`src/rtl/core/rte_pkg.sv`:
```
// shared types, constants and column helpers for the rpn truth table evaluator
package rte_pkg;

	// sizes
	localparam int MAX_VARS    = 6;
	localparam int STACK_DEPTH = 16;
	localparam int COL_W       = 64;
	localparam int VC_W        = 3;
	localparam int IDX_W       = 3;
	localparam int OP_W        = 3;
	localparam int ERR_W       = 2;
	localparam int CNT_W       = $clog2(STACK_DEPTH + 1);

	// register port
	localparam int APB_ADDR_W  = 3;
	localparam int APB_DATA_W  = 32;
	localparam logic REG_VAR_COUNT = 1'b0;
	localparam logic [VC_W-1:0] VAR_COUNT_RESET = 3'd1;

	// token kinds
	localparam logic MODE_VAR = 1'b0;
	localparam logic MODE_OP  = 1'b1;

	// operator codes
	localparam logic [OP_W-1:0] OP_NOT  = 3'd0;
	localparam logic [OP_W-1:0] OP_AND  = 3'd1;
	localparam logic [OP_W-1:0] OP_OR   = 3'd2;
	localparam logic [OP_W-1:0] OP_IMP  = 3'd3;
	localparam logic [OP_W-1:0] OP_XOR  = 3'd4;
	localparam logic [OP_W-1:0] OP_EQU  = 3'd5;
	localparam logic [OP_W-1:0] OP_NAND = 3'd6;
	localparam logic [OP_W-1:0] OP_NOR  = 3'd7;

	// error codes
	localparam logic [ERR_W-1:0] ERR_NONE  = 2'd0;
	localparam logic [ERR_W-1:0] ERR_UNDER = 2'd1;
	localparam logic [ERR_W-1:0] ERR_OVER  = 2'd2;
	localparam logic [ERR_W-1:0] ERR_VAR   = 2'd3;

	typedef struct packed {
		logic              mode;
		logic [IDX_W-1:0]  var_index;
		logic [OP_W-1:0]   op_code;
		logic              last_token;
	} token_t;

	typedef struct packed {
		logic [COL_W-1:0]  truth_column;
		logic [ERR_W-1:0]  error_code;
	} result_t;

	// stack moves requested by the evaluation logic
	typedef struct packed {
		logic push;
		logic pop;
		logic wr_top;
	} stk_ctrl_t;

	// variable count in use, clamped to 1..MAX_VARS
	function automatic logic [VC_W-1:0] eff_vars(input logic [VC_W-1:0] vc);
		logic [VC_W-1:0] v;
		if (vc == '0) begin
			v = VC_W'(1);
		end else if (vc > VC_W'(MAX_VARS)) begin
			v = VC_W'(MAX_VARS);
		end else begin
			v = vc;
		end
		return v;
	endfunction

	// ones on every row below 2^v
	function automatic logic [COL_W-1:0] row_mask(input logic [VC_W-1:0] v);
		logic [COL_W-1:0] m;
		logic [7:0]       rows;
		rows = 8'd1 << v;
		for (int j = 0; j < COL_W; j++) begin
			m[j] = (8'(j) < rows);
		end
		return m;
	endfunction

	// column of variable idx: row j takes bit (v-1-idx) of j
	function automatic logic [COL_W-1:0] var_column(input logic [IDX_W-1:0] idx,
			input logic [VC_W-1:0] v);
		logic [COL_W-1:0] c;
		logic [2:0]       sh;
		logic [7:0]       jj;
		sh = 3'(v - VC_W'(1) - idx);
		for (int j = 0; j < COL_W; j++) begin
			jj   = 8'(j);
			c[j] = jj[sh];
		end
		return c;
	endfunction

endpackage

```
`src/rtl/core/rpn_truth_table_evaluator_unit.sv`:
```
// top level of the rpn truth table evaluator
// Postfix Boolean expressions arrive one token per transaction and are evaluated over the
// whole truth table at once: each stack entry is a 64-bit column, bit j holding row j, with
// 2^var_count rows in use, var_count clamped to 1..6. A token enters an input register and
// is applied to the register stack; one token is accepted every cycle unless stalled, and the
// result of the token marked last goes into the output register. Only the output register can
// hold the line back: when a result is waiting and stalled, a last token waits in the input
// register. The first error of an expression is kept and reported with the final column;
// stack and error clear after each result. var_count is at byte address 0 of the register
// port; write it only while no transaction is in flight; the block does not enforce it.
module rpn_truth_table_evaluator_unit (
	input  logic                            clk,
	input  logic                            arst_n,
	input  logic                            psel,
	input  logic                            penable,
	input  logic                            pwrite,
	input  logic [rte_pkg::APB_ADDR_W-1:0]  paddr,
	input  logic [rte_pkg::APB_DATA_W-1:0]  pwdata,
	output logic [rte_pkg::APB_DATA_W-1:0]  prdata,
	output logic                            pready,
	input  logic                            in_valid,
	output logic                            in_stall,
	input  rte_pkg::token_t                 in_data,
	output logic                            out_valid,
	input  logic                            out_stall,
	output rte_pkg::result_t                out_data
);
	import rte_pkg::*;

	logic             valid_s1;
	token_t           token_s1;
	logic [VC_W-1:0]  var_count;
	logic [COL_W-1:0] top;
	logic [COL_W-1:0] sec;
	logic [CNT_W-1:0] count;
	stk_ctrl_t        ctrl;
	logic [COL_W-1:0] top_d;
	logic [ERR_W-1:0] alu_err;
	logic [COL_W-1:0] column;
	logic             empty;
	logic [ERR_W-1:0] sticky_q;
	logic [ERR_W-1:0] sticky_next;
	logic             advance;
	logic             fire;
	logic             fire_last;
	logic             out_valid_q;
	result_t          out_data_q;

	rte_cfg_regs u_cfg (
		.clk       (clk),
		.arst_n    (arst_n),
		.psel      (psel),
		.penable   (penable),
		.pwrite    (pwrite),
		.paddr     (paddr),
		.pwdata    (pwdata),
		.prdata    (prdata),
		.pready    (pready),
		.var_count (var_count)
	);

	// the token in the input register moves on unless its result has nowhere to go
	assign advance   = !token_s1.last_token || !out_valid_q || !out_stall;
	assign fire      = valid_s1 && advance;
	assign fire_last = fire && token_s1.last_token;
	assign in_stall  = valid_s1 && !advance;

	// input register
	always_ff @(posedge clk or negedge arst_n) begin
		if (!arst_n) begin
			valid_s1 <= 1'b0;
		end else if (!in_stall) begin
			valid_s1 <= in_valid;
		end
	end

	always_ff @(posedge clk) begin
		if (in_valid && !in_stall) begin
			token_s1 <= in_data;
		end
	end

	rte_token_alu u_alu (
		.token     (token_s1),
		.var_count (var_count),
		.top       (top),
		.sec       (sec),
		.count     (count),
		.ctrl      (ctrl),
		.top_d     (top_d),
		.err       (alu_err),
		.column    (column),
		.empty     (empty)
	);

	rte_col_stack u_stack (
		.clk    (clk),
		.arst_n (arst_n),
		.en     (fire),
		.clear  (token_s1.last_token),
		.ctrl   (ctrl),
		.top_d  (top_d),
		.top    (top),
		.sec    (sec),
		.count  (count)
	);

	// first error of the expression wins
	assign sticky_next = (sticky_q != ERR_NONE) ? sticky_q : alu_err;

	always_ff @(posedge clk or negedge arst_n) begin
		if (!arst_n) begin
			sticky_q <= ERR_NONE;
		end else if (fire) begin
			sticky_q <= token_s1.last_token ? ERR_NONE : sticky_next;
		end
	end

	// output register
	always_ff @(posedge clk or negedge arst_n) begin
		if (!arst_n) begin
			out_valid_q <= 1'b0;
		end else if (fire_last) begin
			out_valid_q <= 1'b1;
		end else if (!out_stall) begin
			out_valid_q <= 1'b0;
		end
	end

	always_ff @(posedge clk) begin
		if (fire_last) begin
			out_data_q.truth_column <= column;
			out_data_q.error_code   <= (empty && sticky_next == ERR_NONE) ?
				ERR_UNDER : sticky_next;
		end
	end

	assign out_valid = out_valid_q;
	assign out_data  = out_data_q;

endmodule

```
`src/rtl/core/rte_cfg_regs.sv`:
```
// register port holding the variable count
module rte_cfg_regs (
	input  logic                            clk,
	input  logic                            arst_n,
	input  logic                            psel,
	input  logic                            penable,
	input  logic                            pwrite,
	input  logic [rte_pkg::APB_ADDR_W-1:0]  paddr,
	input  logic [rte_pkg::APB_DATA_W-1:0]  pwdata,
	output logic [rte_pkg::APB_DATA_W-1:0]  prdata,
	output logic                            pready,
	output logic [rte_pkg::VC_W-1:0]        var_count
);
	import rte_pkg::*;

	logic [VC_W-1:0] var_count_q;
	logic            wr_en;
	logic            sel_vc;

	assign pready = 1'b1;
	assign sel_vc = (paddr[2] == REG_VAR_COUNT);
	assign wr_en  = psel && penable && pwrite && pready;

	// register write
	always_ff @(posedge clk or negedge arst_n) begin
		if (!arst_n) begin
			var_count_q <= VAR_COUNT_RESET;
		end else if (wr_en && sel_vc) begin
			var_count_q <= pwdata[VC_W-1:0];
		end
	end

	// read back
	assign prdata    = sel_vc ? APB_DATA_W'(var_count_q) : '0;
	assign var_count = var_count_q;

endmodule

```
`src/rtl/core/rte_token_alu.sv`:
```
// combinational evaluation of one token against the two top stack columns
module rte_token_alu (
	input  rte_pkg::token_t               token,
	input  logic [rte_pkg::VC_W-1:0]      var_count,
	input  logic [rte_pkg::COL_W-1:0]     top,
	input  logic [rte_pkg::COL_W-1:0]     sec,
	input  logic [rte_pkg::CNT_W-1:0]     count,
	output rte_pkg::stk_ctrl_t            ctrl,
	output logic [rte_pkg::COL_W-1:0]     top_d,
	output logic [rte_pkg::ERR_W-1:0]     err,
	output logic [rte_pkg::COL_W-1:0]     column,
	output logic                          empty
);
	import rte_pkg::*;

	logic [VC_W-1:0]  v;
	logic [COL_W-1:0] mask;
	logic [COL_W-1:0] var_col;
	logic [COL_W-1:0] bin_res;
	logic [CNT_W-1:0] count_next;
	logic [COL_W-1:0] top_next;

	assign v       = eff_vars(var_count);
	assign mask    = row_mask(v);
	assign var_col = var_column(token.var_index, v);

	// two-operand operators, sec is the second popped
	always_comb begin
		unique case (token.op_code)
			OP_AND:  bin_res = sec & top;
			OP_OR:   bin_res = sec | top;
			OP_IMP:  bin_res = ~sec | top;
			OP_XOR:  bin_res = sec ^ top;
			OP_EQU:  bin_res = ~(sec ^ top);
			OP_NAND: bin_res = ~(sec & top);
			OP_NOR:  bin_res = ~(sec | top);
			default: bin_res = ~top;
		endcase
	end

	// stack move and error for this token
	always_comb begin
		ctrl  = '0;
		err   = ERR_NONE;
		top_d = top;
		if (token.mode == MODE_VAR) begin
			if (token.var_index >= v) begin
				err = ERR_VAR;
			end else if (count >= CNT_W'(STACK_DEPTH)) begin
				err = ERR_OVER;
			end else begin
				ctrl.push = 1'b1;
				top_d     = var_col & mask;
			end
		end else if (token.op_code == OP_NOT) begin
			if (count < CNT_W'(1)) begin
				err = ERR_UNDER;
			end else begin
				ctrl.wr_top = 1'b1;
				top_d       = ~top & mask;
			end
		end else begin
			if (count < CNT_W'(2)) begin
				err = ERR_UNDER;
			end else begin
				ctrl.pop = 1'b1;
				top_d    = bin_res & mask;
			end
		end
	end

	// result column as seen after this token
	always_comb begin
		count_next = count;
		if (ctrl.push) begin
			count_next = count + CNT_W'(1);
		end else if (ctrl.pop) begin
			count_next = count - CNT_W'(1);
		end
	end

	assign top_next = (ctrl.push || ctrl.pop || ctrl.wr_top) ? top_d : top;
	assign empty    = (count_next == '0);
	assign column   = empty ? '0 : (top_next & mask);

endmodule

```
`src/rtl/core/rte_col_stack.sv`:
```
// shift-register column stack, top at entry zero
module rte_col_stack (
	input  logic                          clk,
	input  logic                          arst_n,
	input  logic                          en,
	input  logic                          clear,
	input  rte_pkg::stk_ctrl_t            ctrl,
	input  logic [rte_pkg::COL_W-1:0]     top_d,
	output logic [rte_pkg::COL_W-1:0]     top,
	output logic [rte_pkg::COL_W-1:0]     sec,
	output logic [rte_pkg::CNT_W-1:0]     count
);
	import rte_pkg::*;

	logic [COL_W-1:0] ent_q [STACK_DEPTH];
	logic [CNT_W-1:0] count_q;

	// entries shift down on push and up on pop
	always_ff @(posedge clk) begin
		if (en) begin
			if (ctrl.push) begin
				ent_q[0] <= top_d;
				for (int k = 1; k < STACK_DEPTH; k++) begin
					ent_q[k] <= ent_q[k-1];
				end
			end else if (ctrl.pop) begin
				ent_q[0] <= top_d;
				for (int k = 1; k < STACK_DEPTH - 1; k++) begin
					ent_q[k] <= ent_q[k+1];
				end
			end else if (ctrl.wr_top) begin
				ent_q[0] <= top_d;
			end
		end
	end

	// fill count, emptied at the end of an expression
	always_ff @(posedge clk or negedge arst_n) begin
		if (!arst_n) begin
			count_q <= '0;
		end else if (en) begin
			if (clear) begin
				count_q <= '0;
			end else if (ctrl.push) begin
				count_q <= count_q + CNT_W'(1);
			end else if (ctrl.pop) begin
				count_q <= count_q - CNT_W'(1);
			end
		end
	end

	assign top   = ent_q[0];
	assign sec   = ent_q[1];
	assign count = count_q;

endmodule

```
`config.mk`:
```
export PLATFORM = sky130hd
export DESIGN_NAME = rpn_truth_table_evaluator_unit
export DESIGN_NICKNAME = d
export VERILOG_FILES = /design/src/rtl/core/rte_pkg.sv /design/src/rtl/core/rpn_truth_table_evaluator_unit.sv /design/src/rtl/core/rte_cfg_regs.sv /design/src/rtl/core/rte_token_alu.sv /design/src/rtl/core/rte_col_stack.sv
export SDC_FILE = /design/constraint.sdc
export NUM_CORES = 2
export LEC_CHECK = 0
export BUFFER_PORTS_ARGS = -buffer_cell sky130_fd_sc_hd__buf_2
export CAP_MARGIN = 20
export CORE_MARGIN = 5
export CORE_UTILIZATION = 55
export CTS_BUF_LIST = sky130_fd_sc_hd__clkbuf_16
export DETAILED_ROUTE_END_ITERATION = 12
export PLACE_DENSITY_LB_ADDON = 0.15
export SYNTH_ARGS = -nofsm -noshare
export SYNTH_HDL_FRONTEND = slang
export SYNTH_SLANG_ARGS = --single-unit
export TNS_END_PERCENT = 5
```
`constraint.sdc`:
```
create_clock -name clk -period 21.7 [get_ports clk]
set_input_delay 2.17 -clock clk [delete_from_list [all_inputs] [get_ports clk]]
set_output_delay 2.17 -clock clk [all_outputs]
set_load 0.05 [all_outputs]
```
# Word-level counts from Yosys, hierarchy flattened
# Memory sizes are Yosys's and may differ from the RTL's.
# Cells that the tools add are included.
dict set report op_classes {
  add_sub_neg 4
  n_mul 0
  n_div 0
  n_lt_le_gt_ge 70
  eq_ne 8
  shifts 1
  muxes 124
  n_bitwise 30
  reduce_logical 22
}
# operator n
set op_table {}
lappend op_table {{64-bit two-way mux} 23}
lappend op_table {{64-bit case mux with 7 select lines} 1}
lappend op_table {{64-bit AND} 5}
lappend op_table {{64-bit inverter} 5}
lappend op_table {{6-bit by 8-bit less-than comparator with 1-bit output, first input constant} 32}
lappend op_table {{5-bit by 8-bit less-than comparator with 1-bit output, first input constant} 16}
lappend op_table {{64-bit OR} 2}
lappend op_table {{1-bit two-way mux} 87}
lappend op_table {{4-bit by 8-bit less-than comparator with 1-bit output, first input constant} 8}
lappend op_table {{64-bit XOR} 1}
lappend op_table {{3-bit by 8-bit less-than comparator with 1-bit output, first input constant} 4}
lappend op_table {{1-bit by 8-bit less-than comparator with 1-bit output, first input constant} 2}
lappend op_table {{2-bit by 8-bit less-than comparator with 1-bit output, first input constant} 2}
lappend op_table {{1-bit OR} 16}
lappend op_table {{5-bit two-way mux} 3}
lappend op_table {{2-bit two-way mux} 7}
lappend op_table {{3-bit == test, second input constant} 4}
lappend op_table {{3-bit two-way mux} 3}
lappend op_table {{1-bit logical AND} 8}
lappend op_table {{1-bit by 3-bit left shift with 8-bit output, first input constant} 1}
lappend op_table {{3-bit by 2-bit == test with 1-bit output, second input constant} 2}
lappend op_table {{3-bit logical NOT} 2}
lappend op_table {{5-bit by 1-bit adder with 5-bit output, second input constant} 1}
lappend op_table {{5-bit greater-or-equal comparator, second input constant} 1}
lappend op_table {{other kinds (16)} 23}
dict set report totals {
  ff_bits 86
  latchBits 0
  ram_bits 1024
  mem_bits_ro 512
  input_bits 50
  out_inout_bits 101
  elab_cells 335
  memories 65
}
# memory depth word_bits read_ports rd_ports_with_merged_regs write_ports line_no
set mem_list {}
lappend mem_list {u_stack.ent_q 16 64 16 0 16 rte_col_stack.sv:15} ;# logic [COL_W-1:0] ent_q [STACK_DEPTH];
lappend mem_list {{(name not given)} 8 1 1 0 0 rte_pkg.sv:92} ;# c[j] = jj[sh];
lappend mem_list {{(name not given)} 8 1 1 0 0 rte_pkg.sv:92}
lappend mem_list {{(name not given)} 8 1 1 0 0 rte_pkg.sv:92}
lappend mem_list {{(name not given)} 8 1 1 0 0 rte_pkg.sv:92}
lappend mem_list {{(name not given)} 8 1 1 0 0 rte_pkg.sv:92}
lappend mem_list {{59 more memories} n/a n/a n/a n/a n/a n/a}

# Longest topological paths before layout
dict set report logic_depth {
  ltp_word 13
  depth_mapped 14
  depth_no_buf 12
}

# Cells and area by module
# From an unflattened synthesis, not the netlist that was laid out.
dict set report hier_totals {
  hier_cells 4549
  hier_area_um2 56629.3
}
# mod n_inst cells_each area_each_um2 seq_area_each_um2
set modules_own_cells {}
lappend modules_own_cells {rte_col_stack 1 2870 43231.5 30874.6}
lappend modules_own_cells {rte_token_alu 1 1538 10545.1 0.0}
lappend modules_own_cells {rpn_truth_table_evaluator_unit 1 99 2448.6 2322.2}
lappend modules_own_cells {rte_cfg_regs 1 42 404.1 76.3}

# Least setup slack after synthesis
# OpenSTA, ideal clock, no wires.
dict set report synth_timing {
  path_type {input-to-reg}
  startpoint {input port out_stall}
  endpoint {memory u_stack.ent_q[1][36] (netlist: u_stack.ent_q[0][100]) (enable)}
  setup_ns 6.196
  arrival_ns 17.704
  required_time_ns 15.504
  setup_slack_ns -2.201
  path_stages 6
  path_buffers 2
  path_cell_list {nand3_1 and2_0 nand2_1 clkbuf_1 clkbuf_1 nand2_1}
}
# element line_no
set synth_rtl {}
lappend synth_rtl {{from (decl)} rpn_truth_table_evaluator_unit.sv:25} ;# input logic out_stall,
lappend synth_rtl {{to (decl)} rte_col_stack.sv:15}

==> results by group <==
Drt
  • DRC: 0
  • Final Routed Wirelength: 111000 um
  • Via count: 32700
  • Vias per inst: 5.74
  • DRT iter0 DRCs: 3277
  • DRT Pass-1 Iters: 8
  • Final ANT Viol Nets: 0
  • Avg WL per Cell: 19.5 um

Worst setup path
  • Reg2reg start: u_cfg.var_count[2]$_DFFE_PN0P_
  • Crit Path Max Fanout: 134
  • Crit. End Element: flop
  • Startpoint types: flop
  • RR Endpoint: u_stack.ent_q[1][439]$_DFFE_PP_
  • Flop2flop setup slack: 14.60 ns
  • Critical path class: flop to flop
  • Crit path buf inv count: 4
  • CP Data Arrival Time: 7.39 ns
  • Worst EP required: 21.99 ns
  • Slowest stage cell, crit path: dfrtp_1
  • FF-to-FF path depth: 10
  • Top delay family on crit path: buffers and inverters
  • CP startpoint: u_cfg.var_count[2]$_DFFE_PN0P_
  • Max stage delay on crit path: 0.92 ns
  • Crit-path cells: inv_1, maj3_1, ha_1, nand2b_1, a211oi_2, nand2_4, nand2_8, buf_4, buf_4, buf_4
  • Top cell by count, worst path: buf_4

Clock tree
  • Max Buffers Root-to-Sink: 3
  • Clock sinks: 1110
  • CTS tree: built
  • Post-CTS Hold Fix Bufs: 0
  • Total CTS buffers: 111
  • H-tree Lvls: 3
  • Root Buffer Master: clkbuf_16
  • Post-cts gate resize count: 0
  • Clock slew seen by the registers of the worst setup and hold paths: 0.06 ns
  • Post-CTS setup buffers: 0
  • Skew-Pair Late Insertion Delay: 0.69 ns

Finish
  • Layout area overhead: 8.62%
  • Proportion of layout cells with a drive suffix above 1: 0.206
  • Post-Layout Cell Count: 5691
  • Diode count: 0
  • Nets@finish: 4584

Place
  • Placer Congestion: 0.920
  • Post-place setup slack: 14.22 ns
  • Port buffer count: 89
  • DP Wirelength: 69800 um
  • Inst Count DP: 5490

Timing
  • Max Freq: 141 MHz
  • Setup slack after layout: 14.60 ns
  • Max Slew Vio Count: 0
  • Worst Tran Pin Value: 1.14 ns
  • Unrepaired setup endpoints after global routing: false
  • Clock Skew: 0.0299 ns
  • Worst slew margin: 0.238
  • Hold Slack: 0.444 ns
  • Setup_tns: 0 ns
  • Minimum clock period: 7.10 ns
  • Fin crit share: 0.327
  • Final setup viols: 0
  • Final-report hold violation count: 0

Power and ir drop
  • Seq pwr share: 0.494
  • Combinational Power Share: 0.256
  • Internal cell power: 4.91 mW
  • Clock power share: 0.251
  • VDD IR max: 0.0806 mV
  • Leak: 22.7 nW
  • Switching share of power: 0.317
  • NetSw: 2.28 mW
  • P per Cell Area: 122 nW/um2

Synth
  • Register area share after synthesis: 0.612
  • Synth cell count leaders: 1098 x edfxtp_1, 1076 x nand2_1, 603 x mux2_2
  • FFs w/ async S/R, synth: 0.0108
  • Share of the synthesized area in the top cell type: 0.606
  • Synth cell types: 78
  • Count leader, synth: edfxtp_1
  • Post-synth EDFFs: 1098
  • Avg Cell Area, Syn: 12.6 um2
  • #FFs+latches synth: 1110
  • Synth Instances: 4334
  • Main synth FF type: edfxtp_1
  • Yosys warns: 0
  • Synth Cell Area: 54400 um2
  • Largest cells by area after synthesis: edfxtp_1 61%, mux2_2 12%, nand2_1 7.4%
  • Area leader, netlist: edfxtp_1

Global route
  • GRT overflow: 0
  • Number of global-route vias before repair: 29900
  • First-pass GRT wire length: 174000 um
  • Largest net degree at the start of global routing: 228
  • Initial antenna violation count: 1
  • Gr usage total: 0.203

Floorplanning
  • Die Span Y: 325 um
  • DIE WIDTH: 325 um
  • # rows: 115
  • Core Area: 98300 um2
  • Initial core utilization: 0.554
  • Ports: 151
  • DIE AREA: 105000 um2

Hold path
  • Worst Min Path Start: u_stack.ent_q[1][392]$_DFFE_PP_
  • Hold WC Path Type: flop to flop
  • Hold endpoint: u_stack.ent_q[1][456]$_DFFE_PP_
  • Hold Path Depth: 0

Run
  • Max-cap violations: 0

Status
  • Status: complete, no violations
-- per-layer routing --
metal | up-vias | part of all wire | GRT usage
met4 | 0 | 0.032 | 0.0699
li1 | 15600 | - | -
met3 | 185 | 0.058 | 0.0299
met5 | - | 0 | 0
met1 | 16000 | 0.51 | 0.333
met2 | 888 | 0.40 | 0.274
-- logic make-up (layout without fill, tap and decap cells) --
kind of cell / after synthesis / in the layout / synth area share
AND/OR/NAND/NOR: 1396 / 1396 / 0.106
flip-flops: 1110 / 1110 / 0.612
multiplexers: 637 / 637 / 0.132
AO/OA/AOI/OAI: 523 / 523 / 0.0642
buffers and inverters: 444 / 486 / 0.0356
adder cells (fa/ha/maj): 218 / 218 / 0.0502
XOR/XNOR: 4 / 4 / 0.000644
other: 2 / 30 / 0.000138
-- cell type report --
class / count / area (um2)
fillers: 7843 / 39200
repair buffers: 135 / 873
clock inverters: 88 / 586
multi-input cells: 2808 / 19400
flip-flops and latches: 1110 / 33300
inverters: 151 / 574
well taps: 1287 / 1610
clock buffers: 112 / 2800
-- cells in the final DEF, fill, tap and decap left out, drive strengths merged, types with 21 or more instances in the layout --
cell    count
o211ai     27
clkbuf    112
conb       30
edfxtp   1098
nand2    1076
buf       135
clkinv     50
a31oi      21
a211oi     37
a211o      29
a32oi      25
mux2i      31
a21oi     131
a221oi     39
nor2      118
nor2b      65
inv       181
o21ai     120
ha        216
and3       34
nor3       23
mux2      603
-- power by group through the flow --
| stage | logic [mW] | clock network [mW] | registers, mW |
|---|---|---|---|
| global route | 2.04 | 1.94 | 3.60 |
| detailed placement | 1.83 | 0 | 3.58 |
| global placement | 1.78 | 0 | 3.56 |
| CTS | 1.84 | 1.85 | 3.54 |
| floorplan | 1.40 | 0 | 3.71 |
| finish | 1.84 | 1.80 | 3.55 |
-- sequential cells by signal, summed over array words and instances (netlist names) --
signal,count
out_data,66
u_stack.count,5
u_cfg.var_count,3
sticky_q,2
out_valid,1
valid_s1,1
u_stack.ent_q,1024
token_s1,8
-- stage by stage --
| stage | instance area, um2 | util | power, mW |
|---|---|---|---|
| after floorplan | 54500 | - | 5.12 |
| after global routing | 59100 | 0.601 | 7.58 |
| after detailed placement | 55700 | 0.567 | 5.41 |
| final | 59100 | 0.601 | 7.20 |
| after CTS | 59100 | 0.601 | 7.23 |
| after global placement | 55700 | 0.567 | 5.34 |
-- worst register-to-register path, delay by kind of cell (launching register included) --
kind / cells / cell delay, ns
and+or+nand+nor: 3 / 1.24
buffers and inverters: 4 / 3.21
DFF: 1 / 0.92
AOI/OAI and AO/OA: 1 / 0.31
adders and majority gates: 2 / 0.96
-- worst max-delay path by stage --
| stage | to | slack [ns] | cells after the start |
|---|---|---|---|
| 2_1_floorplan | u_stack.ent_q[0][100]$_DFFE_PP_ | 7.02 | 6 |
| 3_3_place_gp | u_stack.ent_q[1][362]$_DFFE_PP_ | 14.28 | 8 |
| 3_5_place_dp | u_stack.ent_q[1][362]$_DFFE_PP_ | 14.22 | 8 |
| 4_1_cts | u_stack.ent_q[1][375]$_DFFE_PP_ | 14.63 | 10 |
| 5_1_grt | u_stack.ent_q[1][439]$_DFFE_PP_ | 14.26 | 10 |
| 6_report | u_stack.ent_q[1][439]$_DFFE_PP_ | 14.60 | 10 |
Power figures use the tool's default switching activity.
